`config.mk`:
```
export PLATFORM = sky130hd
export DESIGN_NAME = console_line_editor_core
export DESIGN_NICKNAME = d
export VERILOG_FILES = /design/src/cle_pkg.sv /design/src/cle_fifo.sv /design/src/cle_front.sv /design/src/cle_back.sv /design/src/console_line_editor_core.sv
export SDC_FILE = /design/constraint.sdc
export NUM_CORES = 1
export LEC_CHECK = 0
export ABC_AREA = 1
export BUFFER_PORTS_ARGS = -buffer_cell sky130_fd_sc_hd__buf_2
export CAP_MARGIN = 40
export CORE_MARGIN = 2
export CORE_UTILIZATION = 35
export CTS_CLUSTER_SIZE = 12
export DETAILED_ROUTE_END_ITERATION = 6
export GPL_TIMING_DRIVEN = 0
export PLACE_DENSITY_LB_ADDON = 0.05
export SETUP_SLACK_MARGIN = 0.15
export SLEW_MARGIN = 20
export SYNTH_ARGS = -nofsm -noshare
export SYNTH_HDL_FRONTEND = slang
export SYNTH_SLANG_ARGS = --single-unit
```
`constraint.sdc`:
```
create_clock -name clk -period 3.4 [get_ports clk]
set_input_delay 0.34 -clock clk [delete_from_list [all_inputs] [get_ports clk]]
set_output_delay 0.34 -clock clk [all_outputs]
set_load 0.01 [all_outputs]
```
`src/cle_pkg.sv`:
```
// ----------------------------------------------------------------------------
// cle_pkg
// Shared types and constants of the console line editor: key codes,
// result kinds, queue commands and back-end states.
// ----------------------------------------------------------------------------
package cle_pkg;

    localparam int LINE_DEPTH_DEF = 40;
    localparam int CMD_DEPTH_DEF  = 2;
    localparam int RES_DEPTH_DEF  = 4;

    localparam logic [7:0] KEY_BS       = 8'h08;
    localparam logic [7:0] KEY_ESC      = 8'h1B;
    localparam logic [7:0] KEY_LBRACKET = 8'h5B;
    localparam logic [7:0] KEY_UP       = 8'h41;
    localparam logic [7:0] KEY_CR       = 8'h0D;

    typedef enum logic [1:0] {
        KIND_LINE   = 2'd0,
        KIND_END    = 2'd1,
        KIND_CURSOR = 2'd2,
        KIND_ECHO   = 2'd3
    } kind_t;

    typedef enum logic [1:0] {
        OP_WRITE  = 2'd0,
        OP_RECALL = 2'd1,
        OP_SUBMIT = 2'd2
    } cmd_op_t;

    typedef enum logic [1:0] {
        ST_IDLE,
        ST_HEAD,
        ST_RUN,
        ST_TAIL
    } back_state_t;

    typedef struct packed {
        kind_t      kind;
        logic [7:0] data;
        logic       last;
    } res_t;

endpackage

```
`src/cle_fifo.sv`:
```
// ----------------------------------------------------------------------------
// cle_fifo
// Small register queue with push/full and pop/empty sides and a fill level.
// ----------------------------------------------------------------------------
module cle_fifo
    import cle_pkg::*;
#(
    parameter int WIDTH = 8,
    parameter int DEPTH = CMD_DEPTH_DEF
)
(
    input  logic                       clk,
    input  logic                       rst_n,
    input  logic                       push,
    input  logic [WIDTH-1:0]           din,
    output logic                       full,
    input  logic                       pop,
    output logic [WIDTH-1:0]           dout,
    output logic                       empty,
    output logic [$clog2(DEPTH+1)-1:0] level
);

    localparam int PW = (DEPTH > 1) ? $clog2(DEPTH) : 1;
    localparam int LW = $clog2(DEPTH+1);

    logic [WIDTH-1:0] mem [DEPTH];
    logic [PW-1:0]    wr_ptr_reg;
    logic [PW-1:0]    wr_ptr_next;
    logic [PW-1:0]    rd_ptr_reg;
    logic [PW-1:0]    rd_ptr_next;
    logic [LW-1:0]    level_reg;
    logic [LW-1:0]    level_next;
    logic             do_push;
    logic             do_pop;

    assign full    = (level_reg == LW'(DEPTH));
    assign empty   = (level_reg == '0);
    assign level   = level_reg;
    assign dout    = mem[rd_ptr_reg];
    assign do_push = push && !full;
    assign do_pop  = pop && !empty;

    always_comb
    begin
        wr_ptr_next = wr_ptr_reg;
        rd_ptr_next = rd_ptr_reg;
        level_next  = level_reg;
        if (do_push)
        begin
            wr_ptr_next = (wr_ptr_reg == PW'(DEPTH-1)) ? '0 : wr_ptr_reg + PW'(1);
        end
        if (do_pop)
        begin
            rd_ptr_next = (rd_ptr_reg == PW'(DEPTH-1)) ? '0 : rd_ptr_reg + PW'(1);
        end
        if (do_push && !do_pop)
        begin
            level_next = level_reg + LW'(1);
        end
        else if (do_pop && !do_push)
        begin
            level_next = level_reg - LW'(1);
        end
    end

    always_ff @(posedge clk or negedge rst_n)
    begin
        if (!rst_n)
        begin
            wr_ptr_reg <= '0;
            rd_ptr_reg <= '0;
            level_reg  <= '0;
        end
        else
        begin
            wr_ptr_reg <= wr_ptr_next;
            rd_ptr_reg <= rd_ptr_next;
            level_reg  <= level_next;
        end
    end

    always_ff @(posedge clk)
    begin
        if (do_push)
        begin
            mem[wr_ptr_reg] <= din;
        end
    end

endmodule

```
`src/cle_front.sv`:
```
// ----------------------------------------------------------------------------
// cle_front
// Takes received bytes, tracks line fill, escape mark and history length,
// and turns each byte, but a backspace that deletes, into a store, recall or submit command.
// ----------------------------------------------------------------------------
module cle_front
    import cle_pkg::*;
#(
    parameter int LINE_DEPTH = LINE_DEPTH_DEF
)
(
    input  logic                          clk,
    input  logic                          rst_n,
    input  logic                          push,
    input  logic [7:0]                    rx_byte,
    input  logic                          cmd_full,
    output logic                          cmd_push,
    output cmd_op_t                       cmd_op,
    output logic [$clog2(LINE_DEPTH)-1:0] cmd_arg,
    output logic [7:0]                    cmd_data
);

    localparam int CW = $clog2(LINE_DEPTH+1);
    localparam int AW = $clog2(LINE_DEPTH);

    logic [CW-1:0] fill_reg;
    logic [CW-1:0] fill_next;
    logic [CW-1:0] esc_reg;
    logic [CW-1:0] esc_next;
    logic [CW-1:0] zero_pos_reg;
    logic [CW-1:0] zero_pos_next;
    logic [AW-1:0] hist_len_reg;
    logic [AW-1:0] hist_len_next;
    logic [7:0]    mark0_reg;
    logic [7:0]    mark0_next;
    logic [7:0]    mark1_reg;
    logic [7:0]    mark1_next;
    logic [7:0]    mark2_reg;
    logic [7:0]    mark2_next;

    logic          accept;
    logic          line_full;
    logic [CW-1:0] fill0;
    logic [CW-1:0] zero_pos0;
    logic          bs_del;
    logic [CW-1:0] wpos;
    logic [7:0]    wdata;
    logic [CW-1:0] fill_w;
    logic [CW-1:0] esc_w;
    logic [CW-1:0] zero_pos_w;
    logic [7:0]    m0;
    logic [7:0]    m1;
    logic [7:0]    m2;
    logic          up_match;

    assign accept = push && !cmd_full;

    always_comb
    begin
        line_full = (fill_reg == CW'(LINE_DEPTH));
        fill0     = line_full ? '0 : fill_reg;
        zero_pos0 = line_full ? '0 : zero_pos_reg;
        m0        = line_full ? '0 : mark0_reg;
        m1        = line_full ? '0 : mark1_reg;
        m2        = line_full ? '0 : mark2_reg;
        bs_del    = (rx_byte == KEY_BS) && (fill0 != '0);
        wpos      = bs_del ? fill0 - CW'(1) : fill0;
        wdata     = bs_del ? 8'h00 : rx_byte;
        esc_w     = esc_reg;

        // keep copies of the three bytes at the escape mark
        if (({1'b0, wpos} + (CW+1)'(1)) == {1'b0, esc_reg})
        begin
            m0 = wdata;
        end
        if (wpos == esc_reg)
        begin
            m1 = wdata;
        end
        if ({1'b0, wpos} == ({1'b0, esc_reg} + (CW+1)'(1)))
        begin
            m2 = wdata;
        end

        if (bs_del)
        begin
            fill_w     = wpos;
            zero_pos_w = (zero_pos0 > wpos) ? wpos : zero_pos0;
        end
        else
        begin
            fill_w     = fill0 + CW'(1);
            zero_pos_w = ((zero_pos0 == fill0) && (rx_byte != 8'h00)) ? fill_w : zero_pos0;
            if (rx_byte == KEY_ESC)
            begin
                esc_w = fill_w;
                m0    = KEY_ESC;
                m1    = 8'h00;
                m2    = 8'h00;
            end
        end

        up_match = !bs_del && (esc_w != '0)
                   && (({1'b0, esc_w} + (CW+1)'(2)) <= (CW+1)'(LINE_DEPTH))
                   && (m0 == KEY_ESC) && (m1 == KEY_LBRACKET) && (m2 == KEY_UP);

        fill_next     = fill_reg;
        esc_next      = esc_reg;
        zero_pos_next = zero_pos_reg;
        hist_len_next = hist_len_reg;
        mark0_next    = mark0_reg;
        mark1_next    = mark1_reg;
        mark2_next    = mark2_reg;
        cmd_push      = 1'b0;
        cmd_op        = OP_WRITE;
        cmd_arg       = fill0[AW-1:0];
        cmd_data      = rx_byte;

        if (accept)
        begin
            priority if (bs_del)
            begin
                fill_next     = fill_w;
                zero_pos_next = zero_pos_w;
                mark0_next    = m0;
                mark1_next    = m1;
                mark2_next    = m2;
            end
            else if (up_match)
            begin
                cmd_push      = 1'b1;
                cmd_op        = OP_RECALL;
                cmd_arg       = hist_len_reg;
                fill_next     = CW'(hist_len_reg);
                zero_pos_next = CW'(hist_len_reg);
                esc_next      = '0;
                mark0_next    = '0;
                mark1_next    = '0;
                mark2_next    = '0;
            end
            else if (rx_byte == KEY_CR)
            begin
                cmd_push      = 1'b1;
                cmd_op        = OP_SUBMIT;
                cmd_arg       = zero_pos0[AW-1:0];
                hist_len_next = zero_pos0[AW-1:0];
                fill_next     = '0;
                zero_pos_next = '0;
                esc_next      = '0;
                mark0_next    = '0;
                mark1_next    = '0;
                mark2_next    = '0;
            end
            else
            begin
                cmd_push      = 1'b1;
                cmd_op        = OP_WRITE;
                fill_next     = fill_w;
                zero_pos_next = zero_pos_w;
                esc_next      = esc_w;
                mark0_next    = m0;
                mark1_next    = m1;
                mark2_next    = m2;
            end
        end
    end

    always_ff @(posedge clk or negedge rst_n)
    begin
        if (!rst_n)
        begin
            fill_reg     <= '0;
            esc_reg      <= '0;
            zero_pos_reg <= '0;
            hist_len_reg <= '0;
            mark0_reg    <= '0;
            mark1_reg    <= '0;
            mark2_reg    <= '0;
        end
        else
        begin
            fill_reg     <= fill_next;
            esc_reg      <= esc_next;
            zero_pos_reg <= zero_pos_next;
            hist_len_reg <= hist_len_next;
            mark0_reg    <= mark0_next;
            mark1_reg    <= mark1_next;
            mark2_reg    <= mark2_next;
        end
    end

endmodule

```
`src/cle_back.sv`:
```
// ----------------------------------------------------------------------------
// cle_back
// Carries out queued commands against the line and history memories and
// streams the resulting records into the result queue.
// ----------------------------------------------------------------------------
module cle_back
    import cle_pkg::*;
#(
    parameter int LINE_DEPTH = LINE_DEPTH_DEF,
    parameter int RES_DEPTH  = RES_DEPTH_DEF
)
(
    input  logic                           clk,
    input  logic                           rst_n,
    input  logic                           cmd_empty,
    input  cmd_op_t                        cmd_op,
    input  logic [$clog2(LINE_DEPTH)-1:0]  cmd_arg,
    input  logic [7:0]                     cmd_data,
    output logic                           cmd_pop,
    input  logic                           res_full,
    input  logic [$clog2(RES_DEPTH+1)-1:0] res_level,
    output logic                           res_push,
    output res_t                           res_data
);

    localparam int AW = $clog2(LINE_DEPTH);
    localparam int LW = $clog2(RES_DEPTH+1);

    logic [7:0] line_mem [LINE_DEPTH];
    logic [7:0] hist_mem [LINE_DEPTH];

    back_state_t   state_reg;
    back_state_t   state_next;
    cmd_op_t       op_reg;
    cmd_op_t       op_next;
    logic [AW-1:0] len_reg;
    logic [AW-1:0] len_next;
    logic [AW-1:0] idx_reg;
    logic [AW-1:0] idx_next;
    logic          rd_valid_reg;
    logic          rd_valid_next;
    logic [AW-1:0] rd_idx_reg;
    logic [AW-1:0] rd_idx_next;
    logic [7:0]    line_rd_reg;
    logic [7:0]    hist_rd_reg;

    logic          rd_en;
    logic [7:0]    rd_byte;
    logic          line_we;
    logic [AW-1:0] line_waddr;
    logic [7:0]    line_wdata;
    logic          hist_we;

    assign rd_byte = (op_reg == OP_RECALL) ? hist_rd_reg : line_rd_reg;

    always_comb
    begin
        state_next    = state_reg;
        op_next       = op_reg;
        len_next      = len_reg;
        idx_next      = idx_reg;
        rd_valid_next = 1'b0;
        rd_idx_next   = rd_idx_reg;
        cmd_pop       = 1'b0;
        res_push      = 1'b0;
        res_data      = '0;
        line_we       = 1'b0;
        line_waddr    = rd_idx_reg;
        line_wdata    = rd_byte;
        hist_we       = 1'b0;
        rd_en         = 1'b0;

        // read data stage: copy one byte across and report it
        if (rd_valid_reg)
        begin
            res_push      = 1'b1;
            res_data.data = rd_byte;
            if (op_reg == OP_RECALL)
            begin
                res_data.kind = KIND_ECHO;
                res_data.last = (({1'b0, rd_idx_reg} + (AW+1)'(1)) == {1'b0, len_reg});
                line_we       = 1'b1;
            end
            else
            begin
                res_data.kind = KIND_LINE;
                res_data.last = 1'b0;
                hist_we       = 1'b1;
            end
        end

        unique case (state_reg)
            ST_IDLE:
            begin
                if (!cmd_empty && !rd_valid_reg)
                begin
                    cmd_pop  = 1'b1;
                    op_next  = cmd_op;
                    len_next = cmd_arg;
                    idx_next = '0;
                    unique case (cmd_op)
                        OP_WRITE:
                        begin
                            line_we    = 1'b1;
                            line_waddr = cmd_arg;
                            line_wdata = cmd_data;
                        end
                        OP_RECALL:
                        begin
                            state_next = ST_HEAD;
                        end
                        OP_SUBMIT:
                        begin
                            state_next = ST_RUN;
                        end
                        default:
                        begin
                            state_next = ST_IDLE;
                        end
                    endcase
                end
            end
            ST_HEAD:
            begin
                if (!res_full)
                begin
                    res_push      = 1'b1;
                    res_data.kind = KIND_CURSOR;
                    res_data.data = 8'h00;
                    res_data.last = (len_reg == '0);
                    state_next    = (len_reg == '0) ? ST_IDLE : ST_RUN;
                end
            end
            ST_RUN:
            begin
                if (idx_reg != len_reg)
                begin
                    // one slot in the result queue is held for the read in flight
                    if (({1'b0, res_level} + (LW+1)'(rd_valid_reg)) < (LW+1)'(RES_DEPTH))
                    begin
                        rd_en         = 1'b1;
                        rd_valid_next = 1'b1;
                        rd_idx_next   = idx_reg;
                        idx_next      = idx_reg + AW'(1);
                    end
                end
                else if (!rd_valid_reg)
                begin
                    state_next = (op_reg == OP_SUBMIT) ? ST_TAIL : ST_IDLE;
                end
            end
            ST_TAIL:
            begin
                if (!res_full)
                begin
                    res_push      = 1'b1;
                    res_data.kind = KIND_END;
                    res_data.data = 8'h00;
                    res_data.last = 1'b1;
                    state_next    = ST_IDLE;
                end
            end
            default:
            begin
                state_next = ST_IDLE;
            end
        endcase
    end

    always_ff @(posedge clk or negedge rst_n)
    begin
        if (!rst_n)
        begin
            state_reg    <= ST_IDLE;
            op_reg       <= OP_WRITE;
            len_reg      <= '0;
            idx_reg      <= '0;
            rd_valid_reg <= 1'b0;
            rd_idx_reg   <= '0;
        end
        else
        begin
            state_reg    <= state_next;
            op_reg       <= op_next;
            len_reg      <= len_next;
            idx_reg      <= idx_next;
            rd_valid_reg <= rd_valid_next;
            rd_idx_reg   <= rd_idx_next;
        end
    end

    always_ff @(posedge clk)
    begin
        if (line_we)
        begin
            line_mem[line_waddr] <= line_wdata;
        end
        if (hist_we)
        begin
            hist_mem[rd_idx_reg] <= rd_byte;
        end
        if (rd_en)
        begin
            line_rd_reg <= line_mem[idx_reg];
            hist_rd_reg <= hist_mem[idx_reg];
        end
    end

endmodule

```
`src/console_line_editor_core.sv`:
```
// ----------------------------------------------------------------------------
// console_line_editor_core
// Line editor for bytes received from a serial console, with one-line
// history recall on ESC [ A and line submission on CR.
// ----------------------------------------------------------------------------
// Input channel: drive rx_byte and raise push; the byte is taken on a clock
// edge where full is low. Output channel: while empty is low, out_kind,
// out_byte and out_last show the oldest result; pop takes it. out_last marks
// the final result caused by one input byte.
// Ordinary bytes, backspace and escape bytes give no result and are taken
// one per cycle while full is low. A submit gives n line bytes plus a line
// end; a recall gives a cursor-down request plus n echo bytes (n up to
// LINE_DEPTH-1). Once the command reaches the back end, the results of such
// a transaction follow at one result per cycle while the result queue has
// room, and the transaction holds the back end until its last result; the
// single read port of each line memory sets that pace.
// A two-entry command queue sits between front and back, so up to two more
// commands (backspaces that delete make none) are queued while a long
// transaction is still streaming; after that full stays high. When pop stays
// low the four-entry result queue fills and the back end waits with no result lost.
// After reset the line and history are empty; the memories need no clearing
// pass since only positions below the tracked lengths are ever read.
// ----------------------------------------------------------------------------
module console_line_editor_core
    import cle_pkg::*;
#(
    parameter int LINE_DEPTH = LINE_DEPTH_DEF
)
(
    input  logic       clk,
    input  logic       rst_n,
    input  logic       push,
    output logic       full,
    input  logic [7:0] rx_byte,
    output logic       empty,
    input  logic       pop,
    output logic [1:0] out_kind,
    output logic [7:0] out_byte,
    output logic       out_last
);

    localparam int AW    = $clog2(LINE_DEPTH);
    localparam int CMD_W = 2 + AW + 8;
    localparam int RES_W = $bits(res_t);
    localparam int RLW   = $clog2(RES_DEPTH_DEF+1);
    localparam int CLW   = $clog2(CMD_DEPTH_DEF+1);

    logic             cmd_push;
    cmd_op_t          cmd_op_in;
    logic [AW-1:0]    cmd_arg_in;
    logic [7:0]       cmd_data_in;
    logic             cmd_full;
    logic             cmd_empty;
    logic             cmd_pop;
    logic [CMD_W-1:0] cmd_head;
    logic [CLW-1:0]   cmd_level;

    logic             res_push;
    res_t             res_in;
    logic             res_full;
    logic [RLW-1:0]   res_level;
    res_t             res_head;

    assign full = cmd_full;

    cle_front #(
        .LINE_DEPTH (LINE_DEPTH)
    ) u_front (
        .clk      (clk),
        .rst_n    (rst_n),
        .push     (push),
        .rx_byte  (rx_byte),
        .cmd_full (cmd_full),
        .cmd_push (cmd_push),
        .cmd_op   (cmd_op_in),
        .cmd_arg  (cmd_arg_in),
        .cmd_data (cmd_data_in)
    );

    cle_fifo #(
        .WIDTH (CMD_W),
        .DEPTH (CMD_DEPTH_DEF)
    ) u_cmd_fifo (
        .clk   (clk),
        .rst_n (rst_n),
        .push  (cmd_push),
        .din   ({cmd_op_in, cmd_arg_in, cmd_data_in}),
        .full  (cmd_full),
        .pop   (cmd_pop),
        .dout  (cmd_head),
        .empty (cmd_empty),
        .level (cmd_level)
    );

    cle_back #(
        .LINE_DEPTH (LINE_DEPTH),
        .RES_DEPTH  (RES_DEPTH_DEF)
    ) u_back (
        .clk       (clk),
        .rst_n     (rst_n),
        .cmd_empty (cmd_empty),
        .cmd_op    (cmd_op_t'(cmd_head[CMD_W-1 -: 2])),
        .cmd_arg   (cmd_head[8 +: AW]),
        .cmd_data  (cmd_head[7:0]),
        .cmd_pop   (cmd_pop),
        .res_full  (res_full),
        .res_level (res_level),
        .res_push  (res_push),
        .res_data  (res_in)
    );

    cle_fifo #(
        .WIDTH (RES_W),
        .DEPTH (RES_DEPTH_DEF)
    ) u_res_fifo (
        .clk   (clk),
        .rst_n (rst_n),
        .push  (res_push),
        .din   (res_in),
        .full  (res_full),
        .pop   (pop),
        .dout  (res_head),
        .empty (empty),
        .level (res_level)
    );

    assign out_kind = res_head.kind;
    assign out_byte = res_head.data;
    assign out_last = res_head.last;

    // the back end never pushes into a full result queue
    assert property (@(posedge clk) disable iff (!rst_n) !(res_push && res_full))
        else $error("result queue overrun");

    // the command queue never holds more than its depth
    assert property (@(posedge clk) disable iff (!rst_n)
        cmd_level <= CLW'(CMD_DEPTH_DEF))
        else $error("command queue level out of range");

    // line end and cursor-down carry no byte
    assert property (@(posedge clk) disable iff (!rst_n)
        (!empty && (out_kind == KIND_END || out_kind == KIND_CURSOR)) |-> (out_byte == 8'h00))
        else $error("control result with nonzero byte");

    // a line end always closes its transaction
    assert property (@(posedge clk) disable iff (!rst_n)
        (!empty && out_kind == KIND_END) |-> out_last)
        else $error("line end without last flag");

endmodule
```
==> summary.md <==
| Metric | Value |
|---|---|
| CP Data Arrival Time | `4.31 ns` |
| Max Freq | `257 MHz` |
| Post-DR wirelength/cell | `26.9 um` |
| HPWL Detailed | `91500 um` |
| Primary FF master, synth | `edfxtp_1` |
| Ant diodes | `0` |
| Main area contributors after synthesis | `edfxtp_1 (62%), o21ai_0 (5.9%), dfrtp_1 (5.8%)` |
| Top cell type's share of synthesized area | `62.4%` |
| EDFF count, synth | `732` |
| Core Area | `99900 um^2` |
| Area grow syn2layout | `22.1%` |
| CP max FO | `8` |
| Flop pwr share | `35.3%` |
| FILL cells | `9430` |
| Commonest non-fill, non-tap cell in the layout | `edfxtp_1` |
| Port bufs | `24` |
| Crit path time final | `3.90 ns` |
| Die Width | `321 um` |
| Clock sink total | `814` |
| Setup repair after global routing missed its margin | `true` |
| P_sw | `15.5 mW` |
| Cell count after synthesis | `3137` |
| Largest area contributor in the netlist | `edfxtp_1` |
| Min-Delay Path Class | `in2reg` |
| Internal | `23.2 mW` |
| Required time of the worst setup path | `3.81 ns` |
| Crit Path Category | `reg2reg` |
| Worst clock skew | `0.0308 ns` |
| Global-route wire length before repair | `185000 um` |
| Final Hold Fails | `0` |
| Status | `complete, but fails checks` |
| Cell mode on critical path | `nand2_4` |
| Clk pwr share | `25.2%` |
| Final setup fails | `51` |
| Initial antenna violation count | `3` |
| Final WL | `129000 um` |
| Total power | `38.7 mW` |
| Vias in the first global route | `25759` |
| Post-Syn Area | `35200 um^2` |
| Pin count of the biggest net entering global routing | `60` |
| LEAKAGE | `15.2 nW` |
| GRT Util Overall | `24.9%` |
| Fin Hold WS | `0.0450 ns` |
| Post-route DRC | `0` |
| Routed Antenna Nets | `0` |
| CP peak stage delay | `0.62 ns` |
| Net Sw Frac | `40.0%` |
| MaxCap Viol Count | `0` |
| Least-Margin Pin Slew | `0.979 ns` |
| Max clock buf depth | `3` |
| Largest regs | `u_back.hist_mem: 320 flops, u_back.line_mem: 320 flops, u_res_fifo.mem: 44 flops` |
| P per Cell Area | `901 nW/um^2` |
| Root Driver | `clkbuf_16` |
| Avg Cell Area, Syn | `11.2 um^2` |
| Top-Level Pins | `25` |
| Flops & latches, synth | `814` |
| CP Capture Type | `register` |
| Setup TNS | `-21.90 ns` |
| RePlAce Congestion | `0.936` |
| CP max-delay cell | `dfrtp_1` |
| Site Rows | `116` |
| Distinct cells, synth | `48` |
| Layout cell share with drive strength beyond 1 | `17.7%` |
| Asr flop ratio synth | `10.1%` |
| Comb pwr share | `39.6%` |
| Net count after synthesis | `3171` |
| Global route total overflow | `0` |
| Via count | `26518` |
| Final Worst Setup Slack | `-0.498 ns` |
| Worst slack, placed | `-1.16 ns` |
| CP startpoint kind | `register` |
| Final period util | `115%` |
| Sequential fraction of the synthesis area | `68.3%` |
| Clk_lat worst skew | `0.69 ns` |
| Most frequent cells in the layout | `edfxtp_1 (732), nor2_1 (479), o21ai_0 (408)` |
| Inserted Clock Buffers | `93` |
| Failing checks | `negative setup slack` |
| Drt pass-1 iters | `6` |
| VDD IR max | `0.000458 V` |
| DR iter-0 viols | `3027` |
| Clock-pin slew on the worst setup and hold paths | `0.06 ns` |
| Final Core Density | `43.0%` |
| NumNets Final | `3462` |
| Max_slew headroom | `34.7%` |
| Initial Util | `35.2%` |
| CTS tree | `done` |
| CTS H-Tree Depth | `3` |
| Die Y-Extent | `321 um` |
| DIE AREA | `103000 um^2` |
| Ys Warns | `0` |
| Pins Over Slew Limit | `0` |
| DR vias/cell | `5.52` |
[metal layers]
metal  up-vias  share of wire, %  GRT usage (%)
li1      11903                 -              -
met4         2               3.9           8.98
met2      1003                46           40.1
met5         -             0.019              0
met3       229               6.4           3.53
met1     13381                43           34.3
[cell families (layout without fill, tap and decap cells)]
group / after synthesis / after routing / synth area share, %
buffers and inverters: 325 / 690 / 3.54
and+or+nand+nor: 1242 / 1243 / 15.0
adders and majority gates: 22 / 22 / 0.803
DFF: 814 / 814 / 68.3
xor gates and xnor gates: 20 / 20 / 0.498
AOI/OAI and AO/OA: 699 / 699 / 11.5
muxes: 15 / 15 / 0.451
[cell usage after synthesis (2+ instances only)]
master,count
buf_6,3
nor2_2,9
mux2i_1,8
edfxtp_1,732
dfrtp_1,82
nor2_4,8
nand4_1,51
inv_1,135
nand3b_1,2
a21oi_1,35
nor4_1,5
ha_1,21
o211ai_1,21
nand2_1,431
buf_2,3
nor2_1,534
o21ai_1,17
o21ai_0,418
a21oi_2,2
buf_1,8
nor3_1,14
or2_2,11
clkinv_1,6
inv_2,8
clkbuf_1,161
a221oi_1,4
xnor2_1,8
nand2_4,6
o31ai_1,11
nand3_1,149
mux2_2,7
o221ai_1,76
nand3_4,2
a31oi_1,3
nand3_2,4
o22ai_1,107
nand2_2,13
xor2_1,12
[worst paths after layout]
check / startpoint / end / slack, ns / cells after the start
min in group asynchronous: rst_n / u_front.esc_reg[2] / 0.09 / 2
min reg2reg: u_front.zero_pos_reg[5] / u_front.zero_pos_reg[5] / 0.48 / 2
min: rx_byte[0] / u_cmd_fifo.mem[0][0] / 0.04 / 1
max in group asynchronous: rst_n / u_back.len_reg[3] / 2.66 / 3
max reg2reg: u_front.fill_reg[5] / u_cmd_fifo.mem[0][10] / -0.50 / 27
max: u_front.fill_reg[5] / u_cmd_fifo.mem[0][10] / -0.50 / 27
[cell type report]
type | instances | area (um^2) | share of cell area, %
clock inverters | 47 | 410 | 0.955
well taps | 1298 | 1620 | 3.78
multi-input cells | 1999 | 11000 | 25.6
repair buffers | 195 | 2050 | 4.76
flip-flops and latches | 814 | 24000 | 55.9
inverters | 150 | 589 | 1.37
plain buffers | 175 | 752 | 1.75
clock buffers | 123 | 2500 | 5.82
[per-stage QoR]
step | instance area [um^2] | instances
2_1_floorplan | 35400 | 3137
3_3_place_gp | 37100 | 4459
3_5_place_dp | 38300 | 4549
4_1_cts | 42300 | 4775
5_1_grt | 43000 | 4801
6_report | 43000 | 4801
[worst max-delay path, delay by kind of cell, from the launching register on]
kind	cells	cell delay (ns)
flops	1	0.62
simple gates	22	2.29
xor+xnor	1	0.13
fa+ha+maj	1	0.21
buf+inv	3	0.34
[what timing repair did]
item | in CTS | in global routing
cloned | 4 | 0
resized for setup | 164 | 118
setup buffers | 46 | 13
endpoints found under the hold margin | 94 | 2
hold buffers | 6 | 1
pin swaps | 35 | 47
setup endpoints to repair | 769 | 350
[power by group through the flow]
stage / clock network [mW] / logic [mW] / registers (mW)
after floorplan: 0 / 7.03 / 13.8
after global placement: 0 / 12.2 / 13.9
after detailed placement: 0 / 13.7 / 13.9
after CTS: 9.91 / 14.6 / 13.6
after global routing: 10.3 / 16.4 / 13.7
final: 9.75 / 15.3 / 13.6
Power figures use the tool's default switching activity.
